**config.mk**
```make
export PLATFORM = sky130hd
export DESIGN_NAME = cnms_outq
export DESIGN_NICKNAME = d
export VERILOG_FILES = /design/src/hw/rtl/cnms_pkg.sv /design/src/hw/rtl/cnms_outq.sv
export SDC_FILE = /design/constraint.sdc
export NUM_CORES = 1
export LEC_CHECK = 0
export BUFFER_PORTS_ARGS = -buffer_cell sky130_fd_sc_hd__buf_2
export CAP_MARGIN = 40
export CORE_ASPECT_RATIO = 0.75
export CORE_UTILIZATION = 55
export CTS_BUF_LIST = sky130_fd_sc_hd__clkbuf_8
export DETAILED_ROUTE_END_ITERATION = 16
export PLACE_DENSITY_LB_ADDON = 0.25
export SYNTH_ARGS = -nofsm -noshare
export SYNTH_HDL_FRONTEND = slang
export SYNTH_SLANG_ARGS = --single-unit
```
**constraint.sdc**
```tcl
create_clock -name clk -period 3.4 [get_ports clk]
set_input_delay 0.68 -clock clk [delete_from_list [all_inputs] [get_ports clk]]
set_output_delay 0.68 -clock clk [all_outputs]
set_load 0.02 [all_outputs]
```
**src/hw/rtl/cnms_pkg.sv**
```systemverilog
package cnms_pkg;

  localparam int THR_W      = 38;
  localparam int CFG_W      = 38;
  localparam int IW_W       = 12;
  localparam int COL_W      = 11;
  localparam int TAN_W      = 14;
  localparam int TAN22_Q15  = 13573;
  localparam int TAN_SHIFT  = 15;
  localparam int DIAG_SHIFT = 16;

  localparam logic [IW_W-1:0] WIDTH_RESET = 12'd640;

  typedef enum logic [1:0] {
    REG_LOW_THR  = 2'd0,
    REG_HIGH_THR = 2'd1,
    REG_L2       = 2'd2,
    REG_WIDTH    = 2'd3
  } reg_index_t;

  typedef enum logic [1:0] {
    CLASS_WEAK   = 2'd0,
    CLASS_NONE   = 2'd1,
    CLASS_STRONG = 2'd2
  } edge_class_t;

  typedef enum logic [1:0] {
    DIR_HORZ = 2'd0,
    DIR_VERT = 2'd1,
    DIR_DIAG = 2'd2
  } dir_t;

  typedef struct packed {
    logic valid;
    logic first;
    logic last;
    logic emit_prev;
    logic emit_last;
    logic eof;
  } op_ctrl_t;

  typedef struct packed {
    edge_class_t      cls;
    logic [COL_W-1:0] col;
    logic             eor;
    logic             eof;
  } result_t;

endpackage

```
**src/hw/rtl/cnms_outq.sv**
```systemverilog
module cnms_outq #(
  parameter int DEPTH = 16
) (
  input  logic              clk,
  input  logic              rst,
  input  logic              push0,
  input  logic              push1,
  input  cnms_pkg::result_t word0,
  input  cnms_pkg::result_t word1,
  input  logic              pop,
  output logic              empty,
  output logic              word_taken,
  output cnms_pkg::result_t head
);

  localparam int AW = $clog2(DEPTH);

  cnms_pkg::result_t mem [DEPTH];
  logic [AW:0]       wr_ptr;
  logic [AW:0]       rd_ptr;
  logic [AW-1:0]     wr_addr1;

  assign wr_addr1   = wr_ptr[AW-1:0] + 1'b1;
  assign empty      = wr_ptr == rd_ptr;
  assign word_taken = pop && !empty;
  assign head       = mem[rd_ptr[AW-1:0]];

  always_ff @(posedge clk) begin
    if (push0) begin
      mem[wr_ptr[AW-1:0]] <= word0;
    end
    if (push1) begin
      mem[wr_addr1] <= word1;
    end
  end

  always_ff @(posedge clk) begin
    if (rst) begin
      wr_ptr <= '0;
      rd_ptr <= '0;
    end else begin
      wr_ptr <= wr_ptr + {AW'(0), push0} + {AW'(0), push1};
      rd_ptr <= rd_ptr + {AW'(0), word_taken};
    end
  end

endmodule

```
Word-level counts from Yosys, hierarchy flattened
Memories as Yosys holds them, arrays and structs flattened. A register that Yosys moved wholly into a read port is not among the register bits.
Index checks and enable logic that the tools add are counted.
Word-level totals
  logic and storage cells: 15
  output and inout port bits: 17
  memories kept: 1
  input bits: 35
  register bits: 10
  memory bits (writable): 240
Cells by class
  equality and inequality tests: 1
  reductions and logical operators: 2
  add/subtract/negate cells: 4
  multiplexer cells: 5
Memories
  mem: depth 16, bits a word 15, read ports 1, clocked after Yosys merged registers in 1, wr ports 2, line cnms_outq.sv:18  | cnms_pkg::result_t mem [DEPTH];
Operator list (number)
  adder 5 x 1 -> 5 bit: 3
  == test 5 bit: 1
  adder 4 x 1 -> 4 bit, second input constant: 1
  2-to-1 mux 1 bit: 4
  2-to-1 mux 4 bit: 1
  logical AND 1 bit: 1
  zero test 1 bit: 1

Depth between registers and ports, before layout
  depth in word-level cells: 5
  depth in mapped cells: 11

Worst setup path after synthesis
No wires, ideal clock.
  kind: in2reg
  start: in push1
  end: mem mem[1][0] (netlist bit), enable pin
  stages: 5
  library setup time: 0.406 ns
  setup slack: 0.718 ns
  arrival: 2.276 ns
  buffers on the path: 1
  cells stage by stage: buf_6 inv_6 o21ai_0 nand2b_1 nor3_1
RTL lines
  from (decl): line cnms_outq.sv:7  | input logic push1,
  to (decl): line cnms_outq.sv:18

==> run_results.csv <==
group,metric,value,unit
sta,slew_violations,0,
layout,fin_area,14400,sq um
power_and_ir_drop,p_comb_frac,0.211,
placement,placed_area,13700,sq um
critical_path,worst_ep_arrival_time,2.57,ns
critical_path,cp_max_fo,23,
critical_path,crit_path_start_kind,"flip-flop",
layout,synthToLayoutAreaGrowth,8.56,%
global_routing,grt.total_usage,0.291,
floorplan,fp-row-count,48,
critical_path,cp_slowest_cell,"dfxtp_4",
power_and_ir_drop,p_sw_frac,0.289,
floorplan,core,23300,sq um
layout,fin_util,0.618,
run,maxCapViolCount,0,
clock_network,htreeDepth,2,
power_and_ir_drop,p_total,7.54,mW
sta,setup_viol,0,
logic_synthesis,netlist_area,13300,sq um
global_routing,grt_pass1_vias,7837,
routing,viasPerCell,6.58,
floorplan,die_w,181,um
layout,nNetsFinal,881,
global_routing,overflow,0,
floorplan,start_util,0.569,
logic_synthesis,yosys.cell_count.top_type,"edfxtp_1",
logic_synthesis,synth_top_area_share,0.543,
power_and_ir_drop,p_int,5.36,mW
sta,rsz0062_at_grt,"false",
logic_synthesis,synth_edf_count,240,
logic_synthesis,synth.avg_cell_area,16.6,sq um
power_and_ir_drop,peakVddDrop,0.339,mV
logic_synthesis,yosys_warnings,0,
critical_path,crit_chain,"buf_4 > mux2i_1 > a22oi_1 > a32oi_1 > o21ai_1 > buf_2",
sta,relSlewSlack,0.388,
global_routing,grt_pass1_wl,51400,um
clock_network,path_clk_slew,0.07,ns
placement,place_congestion,0.821,
clock_network,cts_tree,"done",
critical_path,cp-end-kind,"output pin",
clock_network,clkLatencyLatePin,0.56,ns
power_and_ir_drop,switching_power,2.18,mW
sta,finalSetupTns,0,ns
power_and_ir_drop,leakage,4.77,nW
sta,hold_ws,0.418,ns
power_and_ir_drop,cellPowerDensity,524,nW/um^2
logic_synthesis,syn_inst,799,
floorplan,pin_count,52,
sta,period_minus_slack,3.25,ns
run_status,status,"complete, no violations",
routing,final_antenna_net_count,0,
clock_network,cts-root-buf,"clkbuf_8",
sta,worst_slew_pin_slew,0.916,ns
placement,dp_hpwl,21400,um
logic_synthesis,yosys.area.top_type,"edfxtp_1",
power_and_ir_drop,clkPwrFrac,0.306,
logic_synthesis,synth_seq_cells,250,
clock_network,cts_resized,0,
critical_path,crit_type,"flip-flop to output pin",
sta,fmax,307,MHz
logic_synthesis,syn-num-nets,838,
hold_path,min_path_type,"primary input to flip-flop",
layout,multi_input_area,5360,sq um
logic_synthesis,async_flop_share,0,
logic_synthesis,synth.distinct_cells,45,
critical_path,cp.required,2.72,ns
routing,drtIter0Drc,767,
logic_synthesis,synth-main-ff-cell,"edfxtp_1",
layout,fill_cells,1731,
clock_network,cts.sink_count,250,
routing,drc,0,
layout,seq_area,7420,sq um
global_routing,grt_max_degree,24,
sta,post-route-period-util,0.957,
layout,drive_gt1_frac,0.521,
routing,wire_per_inst,30.0,um
placement,port_buffers,51,
clock_network,cts_buffer_depth,3,
sta,hold_viol_final,0,
logic_synthesis,ys_seq_area_frac,0.558,
routing,via_count,7682,
sta,finalClockSkew,0.0181,ns
critical_path,cp_slowest_stage_delay,0.62,ns
routing,firstDrtPassIters,5,
floorplan,fp.dieArea,24700,sq um
logic_synthesis,synth_area_leaders,"edfxtp_1, mux2_2, mux4_2",
logic_synthesis,synth_common_cells,"edfxtp_1, mux2_2, mux2i_1, mux4_2, clkbuf_1",
clock_network,numCtsBuffers,40,
floorplan,chipHeight,136,um
routing,routed_wl,35000,um
global_routing,antenna_found_initial,3,
power_and_ir_drop,seq_power_share,0.484,
-- sequential cells by signal (all words and copies together) (netlist names) --
name	cells
mem	240
rd_ptr	5
wr_ptr	5
-- logic make-up (layout without fill, tap and decap cells) --
family,count (synthesis),count (layout),share of synthesized area
compound gates,50,50,0.0270
xor+xnor,11,11,0.00726
fa+ha+maj,4,4,0.00434
buf+inv,84,151,0.0401
flops,250,250,0.558
mux,330,330,0.320
other cells,0,1,0
simple gates,70,70,0.0430
-- critical path: cells and delay by family, from the launching register on --
| kind | cells | cell delay [ns] |
|---|---|---|
| muxes | 1 | 0.30 |
| buffers and inverters | 2 | 0.56 |
| DFF | 1 | 0.62 |
| AOI/OAI and AO/OA | 3 | 0.55 |
-- cells in the final DEF (no fill, tap or decap), drive strengths merged, types with 3 or more instances in the layout --
cell type / netlist / final
buf: 40 / 80
mux4: 45 / 45
clkinv: 0 / 10
ha: 3 / 3
o21ai: 16 / 16
nand3: 8 / 8
dfxtp: 10 / 10
nor3: 5 / 5
nor2b: 9 / 9
a32oi: 15 / 15
edfxtp: 240 / 240
nand2: 10 / 10
inv: 5 / 20
mux2i: 45 / 45
xor2: 5 / 5
clkbuf: 39 / 40
a22oi: 16 / 16
mux2: 240 / 240
nor2: 30 / 30
nand2b: 5 / 5
xnor2: 6 / 6
-- power by group through the flow --
stage               clock network (mW)  logic (mW)  registers [mW]
floorplan                            0        1.22            3.62
global placement                     0        1.50            3.73
detailed placement                   0        1.54            3.74
CTS                               2.32        1.55            3.67
global route                      2.44        1.69            3.66
finish                            2.31        1.59            3.65
-- path summary, 6_finish.rpt --
check	startpoint	to	slack (ns)	cells past startpoint
max	rd_ptr[1]	head[1]	0.15	6
min reg2reg	rd_ptr[4]	rd_ptr[4]	0.55	2
min	rst	wr_ptr[0]	0.42	2
max reg2reg	wr_ptr[1]	mem[14][5]	0.73	4
-- stage by stage --
stage	setup slack (ns)	std cells
6_report	0.147	1167
3_3_place_gp	0.635	1099
4_1_cts	0.00524	1165
3_5_place_dp	0.604	1099
2_1_floorplan	0.718	799
5_1_grt	0.0356	1166
-- routing by layer --
layer	GRT usage	up-vias	share of wire
met5	0	-	0.00069
met4	0.0876	4	0.024
met3	0.0713	76	0.095
met2	0.459	370	0.47
met1	0.401	3978	0.41
li1	-	3254	-
-- timing repair --
item,4_1_cts,5_1_grt
endpoints found under the hold margin,0,0
setup buffers,0,1
hold buffers,0,0
setup endpoints to repair,0,3
-- final cells by class --
cell class,count,area share
Sequential cell,250,0.515
Multi-Input combinational cell,465,0.373
Timing Repair Buffer,80,0.0386
Clock buffer,40,0.0382
Tap cell,300,0.0261
Clock inverter,26,0.00765
Inverter,5,0.00165
Antenna cell,1,0.000174
No activity file was read; power rests on OpenSTA's default activity.
