File: src/hw/rtl/cnms_pkg.sv
package cnms_pkg;

  localparam int THR_W      = 38;
  localparam int CFG_W      = 38;
  localparam int IW_W       = 12;
  localparam int COL_W      = 11;
  localparam int TAN_W      = 14;
  localparam int TAN22_Q15  = 13573;
  localparam int TAN_SHIFT  = 15;
  localparam int DIAG_SHIFT = 16;

  localparam logic [IW_W-1:0] WIDTH_RESET = 12'd640;

  typedef enum logic [1:0] {
    REG_LOW_THR  = 2'd0,
    REG_HIGH_THR = 2'd1,
    REG_L2       = 2'd2,
    REG_WIDTH    = 2'd3
  } reg_index_t;

  typedef enum logic [1:0] {
    CLASS_WEAK   = 2'd0,
    CLASS_NONE   = 2'd1,
    CLASS_STRONG = 2'd2
  } edge_class_t;

  typedef enum logic [1:0] {
    DIR_HORZ = 2'd0,
    DIR_VERT = 2'd1,
    DIR_DIAG = 2'd2
  } dir_t;

  typedef struct packed {
    logic valid;
    logic first;
    logic last;
    logic emit_prev;
    logic emit_last;
    logic eof;
  } op_ctrl_t;

  typedef struct packed {
    edge_class_t      cls;
    logic [COL_W-1:0] col;
    logic             eor;
    logic             eof;
  } result_t;

endpackage

File: src/hw/rtl/cnms_front.sv
module cnms_front #(
  parameter int MAX_WIDTH   = 2048,
  parameter int QUEUE_DEPTH = 16
) (
  input  logic                            clk,
  input  logic                            rst,
  input  logic                            push,
  input  logic                            padding_row,
  input  logic [cnms_pkg::IW_W-1:0]       image_width,
  input  logic                            word_taken,
  output logic                            full,
  output cnms_pkg::op_ctrl_t              op,
  output logic [$clog2(MAX_WIDTH)-1:0]    column
);

  localparam int CW = $clog2(MAX_WIDTH);
  localparam int RW = $clog2(QUEUE_DEPTH) + 1;

  logic [CW-1:0] column_count;
  logic [CW-1:0] column_count_next;
  logic          first_row;
  logic          first_row_next;
  logic [RW-1:0] reserved;
  logic [RW-1:0] reserved_next;
  logic [31:0]   width_eff;
  logic [CW-1:0] last_col;
  logic [CW-1:0] col;
  logic          accept;
  logic [1:0]    n_words;

  always_comb begin
    width_eff = 32'(image_width);
    if (width_eff < 32'd3) begin
      width_eff = 32'd3;
    end
    if (width_eff > 32'(MAX_WIDTH)) begin
      width_eff = 32'(MAX_WIDTH);
    end
    last_col = CW'(width_eff - 32'd1);
  end

  assign full   = reserved > RW'(QUEUE_DEPTH - 2);
  assign accept = push && !full;
  assign col    = (column_count > last_col) ? last_col : column_count;
  assign column = col;

  always_comb begin
    op.valid     = accept && !(padding_row && first_row);
    op.first     = first_row;
    op.last      = col == last_col;
    op.emit_prev = !first_row && (col != '0);
    op.emit_last = !first_row && (col == last_col);
    op.eof       = padding_row;
    n_words      = op.valid ? ({1'b0, op.emit_prev} + {1'b0, op.emit_last}) : 2'd0;

    column_count_next = column_count;
    first_row_next    = first_row;
    if (op.valid) begin
      if (op.last) begin
        column_count_next = '0;
        if (first_row) begin
          first_row_next = 1'b0;
        end else if (padding_row) begin
          first_row_next = 1'b1;
        end
      end else begin
        column_count_next = col + 1'b1;
      end
    end
    reserved_next = reserved + RW'(n_words) - RW'(word_taken);
  end

  always_ff @(posedge clk) begin
    if (rst) begin
      column_count <= '0;
      first_row    <= 1'b1;
      reserved     <= '0;
    end else begin
      column_count <= column_count_next;
      first_row    <= first_row_next;
      reserved     <= reserved_next;
    end
  end

endmodule

File: config.mk
export PLATFORM = sky130hd
export DESIGN_NAME = cnms_front
export DESIGN_NICKNAME = d
export VERILOG_FILES = /design/src/hw/rtl/cnms_pkg.sv /design/src/hw/rtl/cnms_front.sv
export SDC_FILE = /design/constraint.sdc
export NUM_CORES = 1
export LEC_CHECK = 0
export ABC_AREA = 1
export BUFFER_PORTS_ARGS = -buffer_cell sky130_fd_sc_hd__buf_2
export CORE_MARGIN = 3
export CORE_UTILIZATION = 59
export DETAILED_ROUTE_END_ITERATION = 10
export PLACE_DENSITY = 0.82
export SKIP_LAST_GASP = 1
export SLEW_MARGIN = 20
export SYNTH_ARGS = -nofsm -noshare
export SYNTH_HDL_FRONTEND = slang
export SYNTH_SLANG_ARGS = --single-unit
File: constraint.sdc
create_clock -name clk -period 6.1 [get_ports clk]
set_input_delay 0.61 -clock clk [delete_from_list [all_inputs] [get_ports clk]]
set_output_delay 0.61 -clock clk [all_outputs]
set_load 0.05 [all_outputs]
---- Word-level counts from Yosys, hierarchy flattened ----
Cells that the tools add are included.
operators by class
  $add $sub $neg .......................... 5
  order comparisons ....................... 4
  equal/unequal tests ..................... 1
  muxes and demuxes ....................... 7
  reductions and logical operators ........ 10
operator list
  cell                   count
  $mux 11                3
  $gt 12x12->1 const B   1
  $lt 12x2->1 const B    1
  $mux 12                1
  $add 11x1->11 const B  1
  $eq 11x11->1           1
  $gt 11x11->1           1
  $reduce_bool 11->1     1
  $sub 11x1->11 const B  1
  $add 5x2->5            1
  $gt 5x4->1 const B     1
  $logic_and 1x1->1      5
  $sub 5x1->5            1
  $logic_not 1->1        3
  $add 1x1->2            1
  $mux 1                 2
  $mux 2                 1
  $reduce_and 2->1       1
word-level totals
  register bits ........................... 17
  input port bits ......................... 17

---- Depth between registers and ports, before layout ----
  depth after elaboration ................. 13
  gate-level depth with buffers ........... 46
  mapped depth without buffers ............ 44

---- Least setup slack after synthesis ----
No wires, ideal clock.
  path kind ............................... input -> register
  from .................................... in image_width[5] (netlist name)
  to ...................................... reg reserved[4]
  library setup time ...................... 0.127 ns
  arrival ................................. 6.819 ns
  required time ........................... 5.973 ns
  setup slack ............................. -0.846 ns
  stages .................................. 39
  cells stage by stage .................... buf_6 -> nor2_4 -> nand2_1 -> nor2_2 -> nand2_2 -> nand3_2 -> nand2_4 -> buf_6 -> nand2_1 -> ha_1 -> inv_1 -> nor2_2 -> nand3_1 -> nand2_1 -> inv_1 -> ha_1 -> nand2_1 -> nor2_1 -> (+3 left out) -> o21ai_0 -> inv_1 -> ha_1 -> nand3_1 -> nor3_1 -> a31o_1 -> inv_1 -> ha_1 -> nand2_1 -> ha_1 -> inv_1 -> ha_1 -> fa_1 -> nand2_1 -> nand2_1 -> a21oi_1 -> or2_2 -> a21oi_1
RTL lines
  item                  line              RTL
  from (decl)           cnms_front.sv:9   input logic [cnms_pkg::IW_W-1:0] image_width,
  to (signal assigned)  cnms_front.sv:81  reserved <= reserved_next;
  to (decl)             cnms_front.sv:23  logic [RW-1:0] reserved;

---- Worst setup path after layout ----
  from .................................... in image_width[4] (netlist name)
  to ...................................... reg reserved[4]
on the way
  word-level cells in the longest chain between the ends .. 13
  elaborated cells between the ends (all ways) .. 15
  those cells by class .................... add/sub: 4; order compare: 3; eq/ne: 1; mux: 4; reduce/logical: 3
ends and longest elaborated chain
  item                                                line                                RTL
  $lt 12x2->1                                         cnms_front.sv:33                    if (width_eff < 32'd3) begin
  $mux 12 (*)                                         cnms_front.sv:33
  $gt 12x12->1                                        cnms_front.sv:36                    if (width_eff > 32'(MAX_WIDTH)) begin
  $mux 11 (*)                                         cnms_front.sv:36
  $sub 11x1->11 (*)                                   cnms_front.sv:39                    last_col = CW'(width_eff - 32'd1);
  $gt 11x11->1                                        cnms_front.sv:44                    assign col = (column_count > last_col) ? last_col : column_count;
  $mux 11                                             cnms_front.sv:44
  $eq 11x11->1 or $reduce_bool 11->1 (tied branches)  cnms_front.sv:52, cnms_front.sv:51
  $logic_and 1x1->1, on equally long branches         cnms_front.sv:52, cnms_front.sv:51
  $add 1x1->2 (*)                                     cnms_front.sv:54                    n_words = op.valid ? ({1'b0, op.emit_prev} + {1'b0, op.emit_last}) : 2'd0;
  $mux 2 (*)                                          cnms_front.sv:54
  $add 5x2->5 (*)                                     cnms_front.sv:70                    reserved_next = reserved + RW'(n_words) - RW'(word_taken);
  $sub 5x1->5 (*)                                     cnms_front.sv:70
Mark *: on every way between the ends. The rest lies on a longest branch, timed or not.
A chain may end at the register's enable or synchronous reset.

==> metrics.cfg <==
[status]
status = finished clean

[routing]
firstDrtPassIters = 5
vias_per_cell = 5.55
drtIter0Drc = 275
wire_per_inst_um = 12.8
antenna_left = 0
drc_errors = 0
drt-total-wl_mm = 6.35
vias = 2756

[grt]
grt_use_met3 = 0.0369
grt_usage = 0.263
grt.met1_usage = 0.397
first_global_vias = 2423
use_met2 = 0.395
grt_max_degree = 22
antenna_found_initial = 0
grt_first_pass_wirelength_mm = 10.8
grt_overflow_total = 0
top_usage_layer = met1

[sta]
final_hold_viol_count = 0
rsz0062_at_grt = no
period_share = 0.926
relSlewSlack = 0.483
final-max-slew-violation-count = 0
worst_pin_slew_ns = 0.776
fin_skew_ns = 0.00206
period_needed_ns = 5.65
fmax_mhz = 177
setup_violations = 0
tns_ns = 0

[critical_path]
crit_path_start_kind = input pin
arrival_ns = 5.79
required_ns = 6.24
cp_common_cell = nand2_1
critPathMaxFanout = 13
cpPeakStageDelay_ns = 0.39
cp-end-kind = flop
crit_path_top_delay_cell = fa_1
path_class = input pin to flop

[cts]
cts_tree = built
cts_root_buffer = clkbuf_8
ctsHtreeMaxLevel = 1
path_clk_slew_ns = 0.07
clk_latency_ns = 0.26
post_cts_buffers = 0
cts_buffers = 3
cts_buffer_depth = 2
clock-sinks = 17

[synth]
synth.avg_cell_area_um2 = 5.93
synth_cell_types = 38
postSynthNetCount = 459
syn_area_mm2 = 0.00248
synth_cells = 418
synth_warnings = 0
synth-seq-cells = 17
seq_area_frac_synth = 0.137

[place]
dp_hpwl_mm = 5.29
numPortBuffers = 34
gp_congestion = 0.936

[power_and_ir_drop]
pwr-share-clk = 0.215
internal_power_mw = 0.233
seqPwrFrac = 0.311
p_comb_frac = 0.473
total_power_mw = 0.413
peakVddDrop_mv = 0.187
p_sw_mw = 0.180
power_density_mw_per_mm2 = 150
p_leak_nw = 1.43
swShare = 0.435

[floorplan]
die_h_um = 70.8
fp.dieW_um = 70.8
core_area_mm2 = 0.00385
rows = 22
io_pins = 35
initial_core_util = 0.643
die-area_mm2 = 0.00501

[finish]
fin_util = 0.714
syn_to_final_growth_pct = 11.0
layout_common_cells = nand2_1, inv_1, nand3_1
final_nets = 491
drive_gt1_frac = 0.216
final_common_cell = nand2_1
antennaDiodeCount = 0

[worst_hold_path]
min_path_type = flop to flop

[flow_run]
max_cap_violations = 0

==> power groups by stage <==
stage / sequential (mW) / clock, mW / combinational [mW]
4_1_cts: 0.129 / 0.0879 / 0.193
6_report: 0.129 / 0.0889 / 0.195
5_1_grt: 0.130 / 0.0934 / 0.224
3_3_place_gp: 0.131 / 0 / 0.186
2_1_floorplan: 0.129 / 0 / 0.149
3_5_place_dp: 0.131 / 0 / 0.190
==> repair_timing <==
item | in CTS | in global routing
setup endpoints to repair | 0 | 1
resized for setup | 0 | 4
hold buffers | 0 | 0
==> metrics by stage <==
stage / worst slack, ns / instance area (um^2) / hold slack, ns / instances
floorplan: 0.0131 / 2500 / 0.463 / 418
global placement: 0.277 / 2690 / 0.481 / 493
detailed placement: 0.103 / 2690 / 0.486 / 493
CTS: 0.367 / 2730 / 0.496 / 497
global route: 0.00567 / 2750 / 0.540 / 497
finish: 0.453 / 2750 / 0.497 / 497
==> Yosys cell counts (all sizes together) <==
cell type  instances  area share
a21oi             21       0.044
a31o               1      0.0035
a31oi              1      0.0025
buf                9       0.029
clkbuf             4      0.0061
dfxtp             17        0.14
fa                 1      0.0081
ha                23        0.12
inv               77        0.12
nand2            118        0.20
nand3             52        0.12
nand3b             3      0.0091
nand4             20       0.050
nor2              44       0.080
nor3               2      0.0061
nor3b              1      0.0030
o2111ai            1      0.0035
o21a               1      0.0030
o21ai             13       0.029
o21bai             1      0.0076
o31ai              3       0.011
o41ai              3       0.014
or2                2      0.0050
==> layout make-up <==
cell class,instances,area [um^2]
tap,48,60.1
timing repair buffer,40,219
inverter,77,293
multi-input combinational,311,1790
fill,352,1100
clock inverter,1,5.00
clock buffer,3,41.3
sequential,17,340
==> flip-flops by register name, indices dropped and copies added, names as in the netlist <==
signal and cells:
column_count 11, reserved 5, first_row 1
==> path summary, 6_finish.rpt <==
| kind | startpoint | slack, ns | cells after the start | to |
|---|---|---|---|---|
| setup reg to reg | column_count[2] | 1.81 | 26 | reserved[4] |
| hold reg to reg | column_count[3] | 0.50 | 2 | column_count[3] |
| hold / removal | column_count[3] | 0.50 | 2 | column_count[3] |
| setup / recovery | image_width[4] | 0.45 | 39 | reserved[4] |
==> kinds of logic (layout without fill, tap and decap cells) <==
group,count (synthesis),in the layout,share of synthesized area
simple gates,242,242,0.468
flops,17,17,0.137
buf+inv,90,121,0.152
fa+ha+maj,24,24,0.124
compound gates,45,45,0.118
==> metal layers <==
layer / up-vias / wire (um)
met5: - / 0
met4: 0 / 72
met3: 11 / 335
met2: 72 / 2800
met1: 1257 / 3140
li1: 1416 / -
==> critical path: cells and delay by family <==
family | cells | cell delay [ns]
simple gates | 21 | 2.22
fa+ha+maj | 7 | 1.80
buf+inv | 7 | 0.74
compound gates | 4 | 0.41
Note: power is estimated with default switching activity, not from simulation.
